### src/rtl/assert_macros.svh
`ifndef ASSERT_MACROS_SVH
`define ASSERT_MACROS_SVH

// Property that must hold at every clock edge outside reset.
`define SUKT_ASSERT(lbl, clk, rst_n, prop, msg) \
	lbl: assert property (@(posedge clk) disable iff (!rst_n) (prop)) else $error(msg);

// Consequent must hold in the cycle after the antecedent.
`define SUKT_ASSERT_NEXT(lbl, clk, rst_n, ante, cons, msg) \
	lbl: assert property (@(posedge clk) disable iff (!rst_n) (ante) |=> (cons)) \
		else $error(msg);

`endif

### src/rtl/sukt_pkg.sv
`default_nettype none

package sukt_pkg;

	localparam int CAPACITY  = 32;
	localparam int ADDR_W    = (CAPACITY > 1) ? $clog2(CAPACITY) : 1;
	localparam int CNT_W     = $clog2(CAPACITY + 1);
	localparam int KEY_W     = 32;
	localparam int VAL_W     = 16;
	localparam int ACT_W     = 2;
	localparam int STAT_W    = 2;
	localparam int POS_W     = 5;
	localparam int CNT_OUT_W = 6;

	typedef logic [ADDR_W-1:0] addr_t;
	typedef logic [CNT_W-1:0]  cnt_t;
	typedef logic [KEY_W-1:0]  key_t;
	typedef logic [VAL_W-1:0]  val_t;

	typedef enum logic [ACT_W-1:0] {
		ACT_INSERT = 2'd0,
		ACT_DELETE = 2'd1,
		ACT_LOOKUP = 2'd2
	} action_t;

	typedef enum logic [STAT_W-1:0] {
		STAT_OK      = 2'd0,
		STAT_DUP     = 2'd1,
		STAT_MISSING = 2'd2,
		STAT_FULL    = 2'd3
	} status_t;

	typedef struct packed {
		logic  en;
		addr_t addr;
		key_t  key;
		val_t  val;
	} wr_t;

endpackage

`default_nettype wire

### src/rtl/sukt_req_if.sv
`default_nettype none

interface sukt_req_if;
	logic                          valid;
	logic                          ready;
	logic [sukt_pkg::ACT_W-1:0]    action;
	logic [sukt_pkg::KEY_W-1:0]    key;
	logic [sukt_pkg::VAL_W-1:0]    value;

	modport source(output valid, output action, output key, output value, input ready);
	modport sink(input valid, input action, input key, input value, output ready);
endinterface

`default_nettype wire

### src/rtl/sukt_rsp_if.sv
`default_nettype none

interface sukt_rsp_if;
	logic                            valid;
	logic                            ready;
	logic [sukt_pkg::STAT_W-1:0]     status;
	logic [sukt_pkg::POS_W-1:0]      position;
	logic [sukt_pkg::VAL_W-1:0]      found_value;
	logic [sukt_pkg::CNT_OUT_W-1:0]  entry_count;

	modport source(output valid, output status, output position, output found_value,
		output entry_count, input ready);
	modport sink(input valid, input status, input position, input found_value,
		input entry_count, output ready);
endinterface

`default_nettype wire

### src/rtl/sukt_store.sv
`default_nettype none

module sukt_store (
	input  wire logic            clk,
	input  wire sukt_pkg::wr_t   wr,
	input  wire sukt_pkg::addr_t rd_addr,
	output sukt_pkg::key_t       rd_key,
	output sukt_pkg::val_t       rd_val
);

	sukt_pkg::key_t key_mem [sukt_pkg::CAPACITY];
	sukt_pkg::val_t val_mem [sukt_pkg::CAPACITY];
	sukt_pkg::key_t rd_key_q;
	sukt_pkg::val_t rd_val_q;

	always_ff @(posedge clk) begin
		if (wr.en) begin
			key_mem[wr.addr] <= wr.key;
			val_mem[wr.addr] <= wr.val;
		end
		rd_key_q <= key_mem[rd_addr];
		rd_val_q <= val_mem[rd_addr];
	end

	assign rd_key = rd_key_q;
	assign rd_val = rd_val_q;

endmodule

`default_nettype wire

### src/rtl/sorted_unique_key_table.sv
// Lookup, delete and insert scan up from slot 0 to the key, a larger key or the last entry;
// on an empty table an insert writes slot 0 and the others miss. A successful insert moves
// each entry at or above its slot up one place and writes the new entry; a successful delete
// moves each entry above it down one place. The result waits in EMIT until the output register
// is free. One item in work at a time; ready rises at the edge that registers the result.
// Reset clears the entry count and all handshake state; store contents stay undefined.
`default_nettype none

module sorted_unique_key_table (
	input  wire logic   clk,
	input  wire logic   arst_n,
	sukt_req_if.sink    req,
	sukt_rsp_if.source  rsp
);

	`include "assert_macros.svh"

	typedef enum logic [2:0] {
		IDLE,
		SCAN,
		SHIFT_UP,
		SHIFT_DN,
		WRITE,
		EMIT
	} state_t;

	state_t                    state_q;
	sukt_pkg::action_t         act_q;
	sukt_pkg::key_t            key_q;
	sukt_pkg::val_t            val_q;
	sukt_pkg::addr_t           ptr_q;
	sukt_pkg::addr_t           pos_q;
	sukt_pkg::cnt_t            used_count_q;
	sukt_pkg::status_t         res_status_q;
	sukt_pkg::addr_t           res_pos_q;
	sukt_pkg::val_t            res_fval_q;
	logic                      rsp_valid_q;
	sukt_pkg::status_t         out_status_q;
	logic [sukt_pkg::POS_W-1:0]     out_pos_q;
	sukt_pkg::val_t            out_fval_q;
	logic [sukt_pkg::CNT_OUT_W-1:0] out_cnt_q;

	sukt_pkg::wr_t   wr;
	sukt_pkg::addr_t rd_addr;
	sukt_pkg::key_t  rd_key;
	sukt_pkg::val_t  rd_val;

	sukt_pkg::addr_t ptr_next;
	sukt_pkg::addr_t ptr_prev;
	sukt_pkg::addr_t last_slot;
	logic            key_eq;
	logic            key_gt;
	logic            last_scan;
	logic            last_dn;
	logic            tbl_full;
	logic            shift_start;

	sukt_store u_store (
		.clk     (clk),
		.wr      (wr),
		.rd_addr (rd_addr),
		.rd_key  (rd_key),
		.rd_val  (rd_val)
	);

	// shared compare unit
	assign key_eq = (rd_key == key_q);
	assign key_gt = (rd_key > key_q);

	assign ptr_next  = ptr_q + sukt_pkg::ADDR_W'(1);
	assign ptr_prev  = ptr_q - sukt_pkg::ADDR_W'(1);
	assign last_slot = sukt_pkg::ADDR_W'(used_count_q - sukt_pkg::CNT_W'(1));
	assign last_scan = ((sukt_pkg::CNT_W'(ptr_q) + sukt_pkg::CNT_W'(1)) == used_count_q);
	assign last_dn   = last_scan;
	assign tbl_full  = (used_count_q == sukt_pkg::CNT_W'(sukt_pkg::CAPACITY));
	// insert that lands below existing entries: start moving from the top
	assign shift_start = (act_q == sukt_pkg::ACT_INSERT) && !key_eq && key_gt && !tbl_full;

	always_comb begin
		case (state_q)
			IDLE:     rd_addr = '0;
			SCAN:     rd_addr = shift_start ? last_slot : ptr_next;
			SHIFT_UP: rd_addr = ptr_prev;
			SHIFT_DN: rd_addr = ptr_next;
			default:  rd_addr = ptr_q;
		endcase
	end

	always_comb begin
		wr.en   = 1'b0;
		wr.addr = ptr_q;
		wr.key  = rd_key;
		wr.val  = rd_val;
		case (state_q)
			SHIFT_UP: begin
				wr.en   = 1'b1;
				wr.addr = ptr_next;
			end
			SHIFT_DN: begin
				wr.en   = 1'b1;
				wr.addr = ptr_prev;
			end
			WRITE: begin
				wr.en   = 1'b1;
				wr.addr = pos_q;
				wr.key  = key_q;
				wr.val  = val_q;
			end
			default: begin
				wr.en = 1'b0;
			end
		endcase
	end

	always_ff @(posedge clk or negedge arst_n) begin
		if (!arst_n) begin
			state_q      <= IDLE;
			act_q        <= sukt_pkg::ACT_INSERT;
			key_q        <= '0;
			val_q        <= '0;
			ptr_q        <= '0;
			pos_q        <= '0;
			used_count_q <= '0;
			res_status_q <= sukt_pkg::STAT_OK;
			res_pos_q    <= '0;
			res_fval_q   <= '0;
			rsp_valid_q  <= 1'b0;
			out_status_q <= sukt_pkg::STAT_OK;
			out_pos_q    <= '0;
			out_fval_q   <= '0;
			out_cnt_q    <= '0;
		end else begin
			// in EMIT the output register is reloaded below instead
			if (rsp_valid_q && rsp.ready && state_q != EMIT) begin
				rsp_valid_q <= 1'b0;
			end
			case (state_q)
				IDLE: begin
					if (req.valid) begin
						act_q        <= sukt_pkg::action_t'(req.action);
						key_q        <= req.key;
						val_q        <= req.value;
						ptr_q        <= '0;
						pos_q        <= '0;
						res_status_q <= sukt_pkg::STAT_OK;
						res_pos_q    <= '0;
						res_fval_q   <= '0;
						case (sukt_pkg::action_t'(req.action))
							sukt_pkg::ACT_INSERT: begin
								state_q <= (used_count_q == '0) ? WRITE : SCAN;
							end
							sukt_pkg::ACT_DELETE, sukt_pkg::ACT_LOOKUP: begin
								if (used_count_q == '0) begin
									res_status_q <= sukt_pkg::STAT_MISSING;
									state_q      <= EMIT;
								end else begin
									state_q <= SCAN;
								end
							end
							default: begin
								state_q <= EMIT;
							end
						endcase
					end
				end
				SCAN: begin
					if (key_eq || key_gt || last_scan) begin
						case (act_q)
							sukt_pkg::ACT_INSERT: begin
								if (key_eq) begin
									res_status_q <= sukt_pkg::STAT_DUP;
									state_q      <= EMIT;
								end else if (tbl_full) begin
									res_status_q <= sukt_pkg::STAT_FULL;
									state_q      <= EMIT;
								end else if (key_gt) begin
									pos_q     <= ptr_q;
									res_pos_q <= ptr_q;
									ptr_q     <= last_slot;
									state_q   <= SHIFT_UP;
								end else begin
									pos_q     <= ptr_next;
									res_pos_q <= ptr_next;
									state_q   <= WRITE;
								end
							end
							sukt_pkg::ACT_DELETE: begin
								if (!key_eq) begin
									res_status_q <= sukt_pkg::STAT_MISSING;
									state_q      <= EMIT;
								end else begin
									res_pos_q <= ptr_q;
									if (last_scan) begin
										used_count_q <= used_count_q - sukt_pkg::CNT_W'(1);
										state_q      <= EMIT;
									end else begin
										ptr_q   <= ptr_next;
										state_q <= SHIFT_DN;
									end
								end
							end
							sukt_pkg::ACT_LOOKUP: begin
								if (key_eq) begin
									res_pos_q  <= ptr_q;
									res_fval_q <= rd_val;
								end else begin
									res_status_q <= sukt_pkg::STAT_MISSING;
								end
								state_q <= EMIT;
							end
							default: begin
								state_q <= EMIT;
							end
						endcase
					end else begin
						ptr_q <= ptr_next;
					end
				end
				SHIFT_UP: begin
					// the entry just moved sat in the insertion slot
					if (ptr_q == pos_q) begin
						state_q <= WRITE;
					end else begin
						ptr_q <= ptr_prev;
					end
				end
				SHIFT_DN: begin
					if (last_dn) begin
						used_count_q <= used_count_q - sukt_pkg::CNT_W'(1);
						state_q      <= EMIT;
					end else begin
						ptr_q <= ptr_next;
					end
				end
				WRITE: begin
					used_count_q <= used_count_q + sukt_pkg::CNT_W'(1);
					state_q      <= EMIT;
				end
				EMIT: begin
					// hold the result until the output register frees up
					if (!rsp_valid_q || rsp.ready) begin
						rsp_valid_q  <= 1'b1;
						out_status_q <= res_status_q;
						out_pos_q    <= sukt_pkg::POS_W'(res_pos_q);
						out_fval_q   <= res_fval_q;
						out_cnt_q    <= sukt_pkg::CNT_OUT_W'(used_count_q);
						state_q      <= IDLE;
					end
				end
				default: begin
					state_q <= IDLE;
				end
			endcase
		end
	end

	assign req.ready       = (state_q == IDLE);
	assign rsp.valid       = rsp_valid_q;
	assign rsp.status      = out_status_q;
	assign rsp.position    = out_pos_q;
	assign rsp.found_value = out_fval_q;
	assign rsp.entry_count = out_cnt_q;

	`SUKT_ASSERT(a_count_bound, clk, arst_n,
		used_count_q <= sukt_pkg::CNT_W'(sukt_pkg::CAPACITY), "entry count above capacity")
	`SUKT_ASSERT(a_write_state, clk, arst_n,
		!wr.en || state_q == SHIFT_UP || state_q == SHIFT_DN || state_q == WRITE,
		"store written outside a shift or write step")
	`SUKT_ASSERT_NEXT(a_busy_after_take, clk, arst_n, req.valid && req.ready, !req.ready,
		"input taken again before the item finished")
	`SUKT_ASSERT_NEXT(a_count_step, clk, arst_n, 1'b1,
		used_count_q == $past(used_count_q) ||
		used_count_q == $past(used_count_q) + sukt_pkg::CNT_W'(1) ||
		used_count_q == $past(used_count_q) - sukt_pkg::CNT_W'(1),
		"entry count moved by more than one")

endmodule

`default_nettype wire
### src/flat_wrapper.sv
// flat-port wrapper written by rule: the top's interface ports become plain ports
module sorted_unique_key_table_flat 
  (clk, arst_n, req_valid, req_action, req_key, req_value, req_ready, rsp_valid, rsp_status, rsp_position, rsp_found_value, rsp_entry_count, rsp_ready);
  sukt_req_if req_i ();
  sukt_rsp_if rsp_i ();
  input  wire logic clk;
  input  wire logic arst_n;
  input wire logic [$bits(req_i.valid)-1:0] req_valid;
  input wire logic [$bits(req_i.action)-1:0] req_action;
  input wire logic [$bits(req_i.key)-1:0] req_key;
  input wire logic [$bits(req_i.value)-1:0] req_value;
  output wire logic [$bits(req_i.ready)-1:0] req_ready;
  output wire logic [$bits(rsp_i.valid)-1:0] rsp_valid;
  output wire logic [$bits(rsp_i.status)-1:0] rsp_status;
  output wire logic [$bits(rsp_i.position)-1:0] rsp_position;
  output wire logic [$bits(rsp_i.found_value)-1:0] rsp_found_value;
  output wire logic [$bits(rsp_i.entry_count)-1:0] rsp_entry_count;
  input wire logic [$bits(rsp_i.ready)-1:0] rsp_ready;
  assign req_i.valid = req_valid;
  assign req_i.action = req_action;
  assign req_i.key = req_key;
  assign req_i.value = req_value;
  assign req_ready = req_i.ready;
  assign rsp_valid = rsp_i.valid;
  assign rsp_status = rsp_i.status;
  assign rsp_position = rsp_i.position;
  assign rsp_found_value = rsp_i.found_value;
  assign rsp_entry_count = rsp_i.entry_count;
  assign rsp_i.ready = rsp_ready;
  sorted_unique_key_table u_core (.clk(clk), .arst_n(arst_n), .req(req_i), .rsp(rsp_i));
endmodule
### config.mk
export PLATFORM = sky130hd
export DESIGN_NAME = sorted_unique_key_table_flat
export DESIGN_NICKNAME = d
export VERILOG_FILES = /design/src/rtl/sukt_pkg.sv /design/src/rtl/sukt_req_if.sv /design/src/rtl/sukt_rsp_if.sv /design/src/rtl/sukt_store.sv /design/src/rtl/sorted_unique_key_table.sv /design/src/flat_wrapper.sv
export VERILOG_INCLUDE_DIRS = /design/src /design/src/rtl
export SDC_FILE = /design/constraint.sdc
export NUM_CORES = 2
export LEC_CHECK = 0
export BUFFER_PORTS_ARGS = -buffer_cell sky130_fd_sc_hd__buf_2
export CORE_UTILIZATION = 49
export DETAILED_ROUTE_END_ITERATION = 8
export SKIP_CTS_REPAIR_TIMING = 1
export SLEW_MARGIN = 20
export SYNTH_ARGS = -nofsm -noshare
export SYNTH_HDL_FRONTEND = slang
export SYNTH_HIERARCHICAL = 1
export SYNTH_SLANG_ARGS = --single-unit
### constraint.sdc
create_clock -name clk -period 9.2 [get_ports clk]
set_input_delay 0.46 -clock clk [delete_from_list [all_inputs] [get_ports clk]]
set_output_delay 0.46 -clock clk [all_outputs]
set_load 0.1 [all_outputs]
==> results.toml <==
[timing]
relSlewSlack_pct = 15.1
hold_viol = 0
setup_ws_ns = 3.24
final.setup_skew_ns = 0.0298
setup_viol = 0
timing.setup.tns_ns = 0
finalCritPeriodShare_pct = 64.8
fmax_mhz = 168
whs_ns = 0.0109
tightest_slew_ns = 1.27
final_max_slew_viol_count = 0
rsz0062_at_grt = "false"
min_period_ns = 5.96

[layout]
ff_latch_area_sq_mm = 0.0501
drive_gt1_share_pct = 12.6
nets = 4415
synthToLayoutAreaGrowth_pct = 12.2
antenna_cells = 0
multi_input_comb_area_sq_mm = 0.0169
fillers = 10800

[clocking]
clkLatencyLatePin_ns = 0.82
root_buffer = "clkbuf_16"
clockBufferDepth = 3
cts_made_buffers = 175
tritoncts = "yes"
htree_levels = 4
clock-sinks = 1706
path_clk_slew_ns = 0.06

[drt]
routedWlPerCell_um = 28.8
drc_errors = 0
ant_nets = 0
firstDrtPassIters = 6
vias = 37500
drtIter0Drc = 3896
via_per_inst = 5.99
finalWirelength_mm = 180

[power]
peakVddDrop_uv = 427
power_mw = 29.4
leakage_nw = 26.4
power_density_mw_per_mm2 = 383

[floorplan]
die_x_um = 375
start_util_pct = 49.6
core-area_sq_mm = 0.138
die_y_um = 375
placement_rows = 136
io_pins = 85
die_area_sq_mm = 0.141

[yosys]
synth_area_sq_mm = 0.0683
syn_area_per_cell_sq_um = 16.4
synth.area.top_cells = "edfxtp_1 67%, mux2i_1 11%, dfrtp_1 4.5%, a22oi_1 1.6%, mux2_2 1.5%"
synth_most_common_cell = "edfxtp_1"
synth_top_area_share_pct = 67.5
ys_seq_elements = 1706
yosys_warnings = 6
synth_cells = 4166
async_reset_ff_share_pct = 7.15
synth_edf_count = 1536
yosys-top-cells-count = "1536 x edfxtp_1, 776 x mux2i_1, 245 x nand2_1"
synth_top_area_cell = "edfxtp_1"
synthFlopType = "edfxtp_1"
synth_seq_area_share_pct = 73.4
synth.distinct_cells = 72
syn_nets = 4262

[worst_setup_path]
cp.required_ns = 9.87
cp.arrival_ns = 6.63
end_kind = "flip-flop"
critPathLaunchType = "flip-flop"
path_class = "reg -> reg"
path_max_fanout = 55

[global_route]
grt_antenna_before_repair = 3
grt_first_pass_wirelength_mm = 256
grt_pass1_vias = 35900
grt_max_degree = 129
grt_use_total_pct = 25.3
grt-ovfl-total = 0

[flow_run]
cap_violations = 0

[place]
routabilityCongestion = 0.838
dp_slack_ns = 3.15
port_buffers = 84
place.detailed.hpwl_mm = 89.6

[min_path]
hold_class = "in -> reg"

[outcome]
outcome = "completed"
[critical path: stages (launching register included)]
cell      delay (ns)
dfrtp_1         0.34
inv_1           0.05
ha_1            0.31
nand4_1         0.21
nor4_4          0.82
a21boi_0        0.27
o31a_1          0.33
o21ai_2         0.22
or4_1           0.45
a32oi_1         0.56
and2_4          0.89
buf_4           0.64
a22o_1          0.24
nor3_1          0.04
a31oi_1         0.25
nand3_1         0.11
[flip-flops by register name, summed over array words and instances (netlist names), 3 cells and up]
register	cells
u_core/rsp.position	5
u_core/pos_q	5
u_core/rsp.found_value	16
u_core/val_q	16
u_core/res_fval_q	16
u_core/rsp.entry_count	6
u_core/ptr_q	5
u_core/state_q	3
u_core/u_store/rd_key	32
u_core/u_store/val_mem	512
u_core/used_count_q	6
u_core/res_pos_q	5
u_core/u_store/rd_val	16
u_core/u_store/key_mem	1024
u_core/key_q	32
[final timing paths]
| kind | slack, ns | depth (start not counted) | start | end |
|---|---|---|---|---|
| worst max-delay path | 3.24 | 15 | u_core/key_q[14] | u_core/u_store/rd_val[9] |
| worst min-delay path | 0.01 | 3 | req_key[2] | u_core/key_q[2] |
| worst max register to register | 3.24 | 15 | u_core/key_q[14] | u_core/u_store/rd_val[9] |
| worst min register to register | 0.46 | 2 | u_core/u_store/rd_val[5] | u_core/res_fval_q[5] |
| max in group asynchronous | 7.53 | 3 | arst_n | u_core/key_q[5] |
| min in group asynchronous | 0.26 | 2 | arst_n | u_core/rsp.entry_count[2] |
[routing by layer]
metal,vias up,wire length (um),global-route usage (%)
met5,-,0,0
met4,0,3580,6.23
met3,226,12400,4.30
met2,1384,86100,41.1
met1,19300,78000,35.5
li1,16600,-,-
[power by group]
part / total [mW] / internal, mW / switching, mW
logic: 11.5 / 3.80 / 7.68
registers: 11.0 / 10.6 / 0.389
clock network: 6.86 / 3.93 / 2.94
[placed cells by master, fill, tap and decap left out, types with 21 or more instances in the layout]
| master | count |
|---|---|
| a21oi_1 | 182 |
| a22o_1 | 101 |
| a22oi_1 | 148 |
| a31oi_1 | 52 |
| buf_2 | 83 |
| buf_4 | 74 |
| clkbuf_1 | 50 |
| clkbuf_16 | 180 |
| clkinv_1 | 30 |
| clkinv_2 | 30 |
| dfrtp_1 | 122 |
| dfxtp_1 | 48 |
| dlygate4sd3_1 | 49 |
| edfxtp_1 | 1536 |
| ha_1 | 42 |
| inv_1 | 51 |
| mux2_2 | 94 |
| mux2i_1 | 776 |
| nand2_1 | 243 |
| nand3_1 | 173 |
| nor2_1 | 35 |
| nor2_4 | 34 |
| nor3_1 | 61 |
| o21ai_0 | 52 |
| xnor2_1 | 21 |
[stage by stage]
stage | area [sq um] | std cells | util (%)
finish | 76700 | 6262 | 55.6
global route | 76700 | 6262 | 55.6
CTS | 76200 | 6213 | 55.3
detailed placement | 70600 | 5887 | 51.2
global placement | 70600 | 5887 | 51.2
floorplan | 68300 | 4166 | -
[kinds of logic after synthesis]
family / Yosys count / share of synthesized area, %
flops: 1706 / 73.4
mux: 870 / 12.9
simple gates: 613 / 4.07
compound gates: 605 / 5.95
buf+inv: 294 / 2.45
fa+ha+maj: 42 / 0.769
xor+xnor: 36 / 0.482
[layout make-up]
class / count / area share, %
inverter: 52 / 0.255
clock inverter: 80 / 0.843
multi-input combinational: 2166 / 22.0
timing repair buffer: 218 / 2.21
tap: 1794 / 2.93
sequential: 1706 / 65.4
clock buffer: 246 / 6.40
Note: power is estimated with default switching activity, not from simulation.
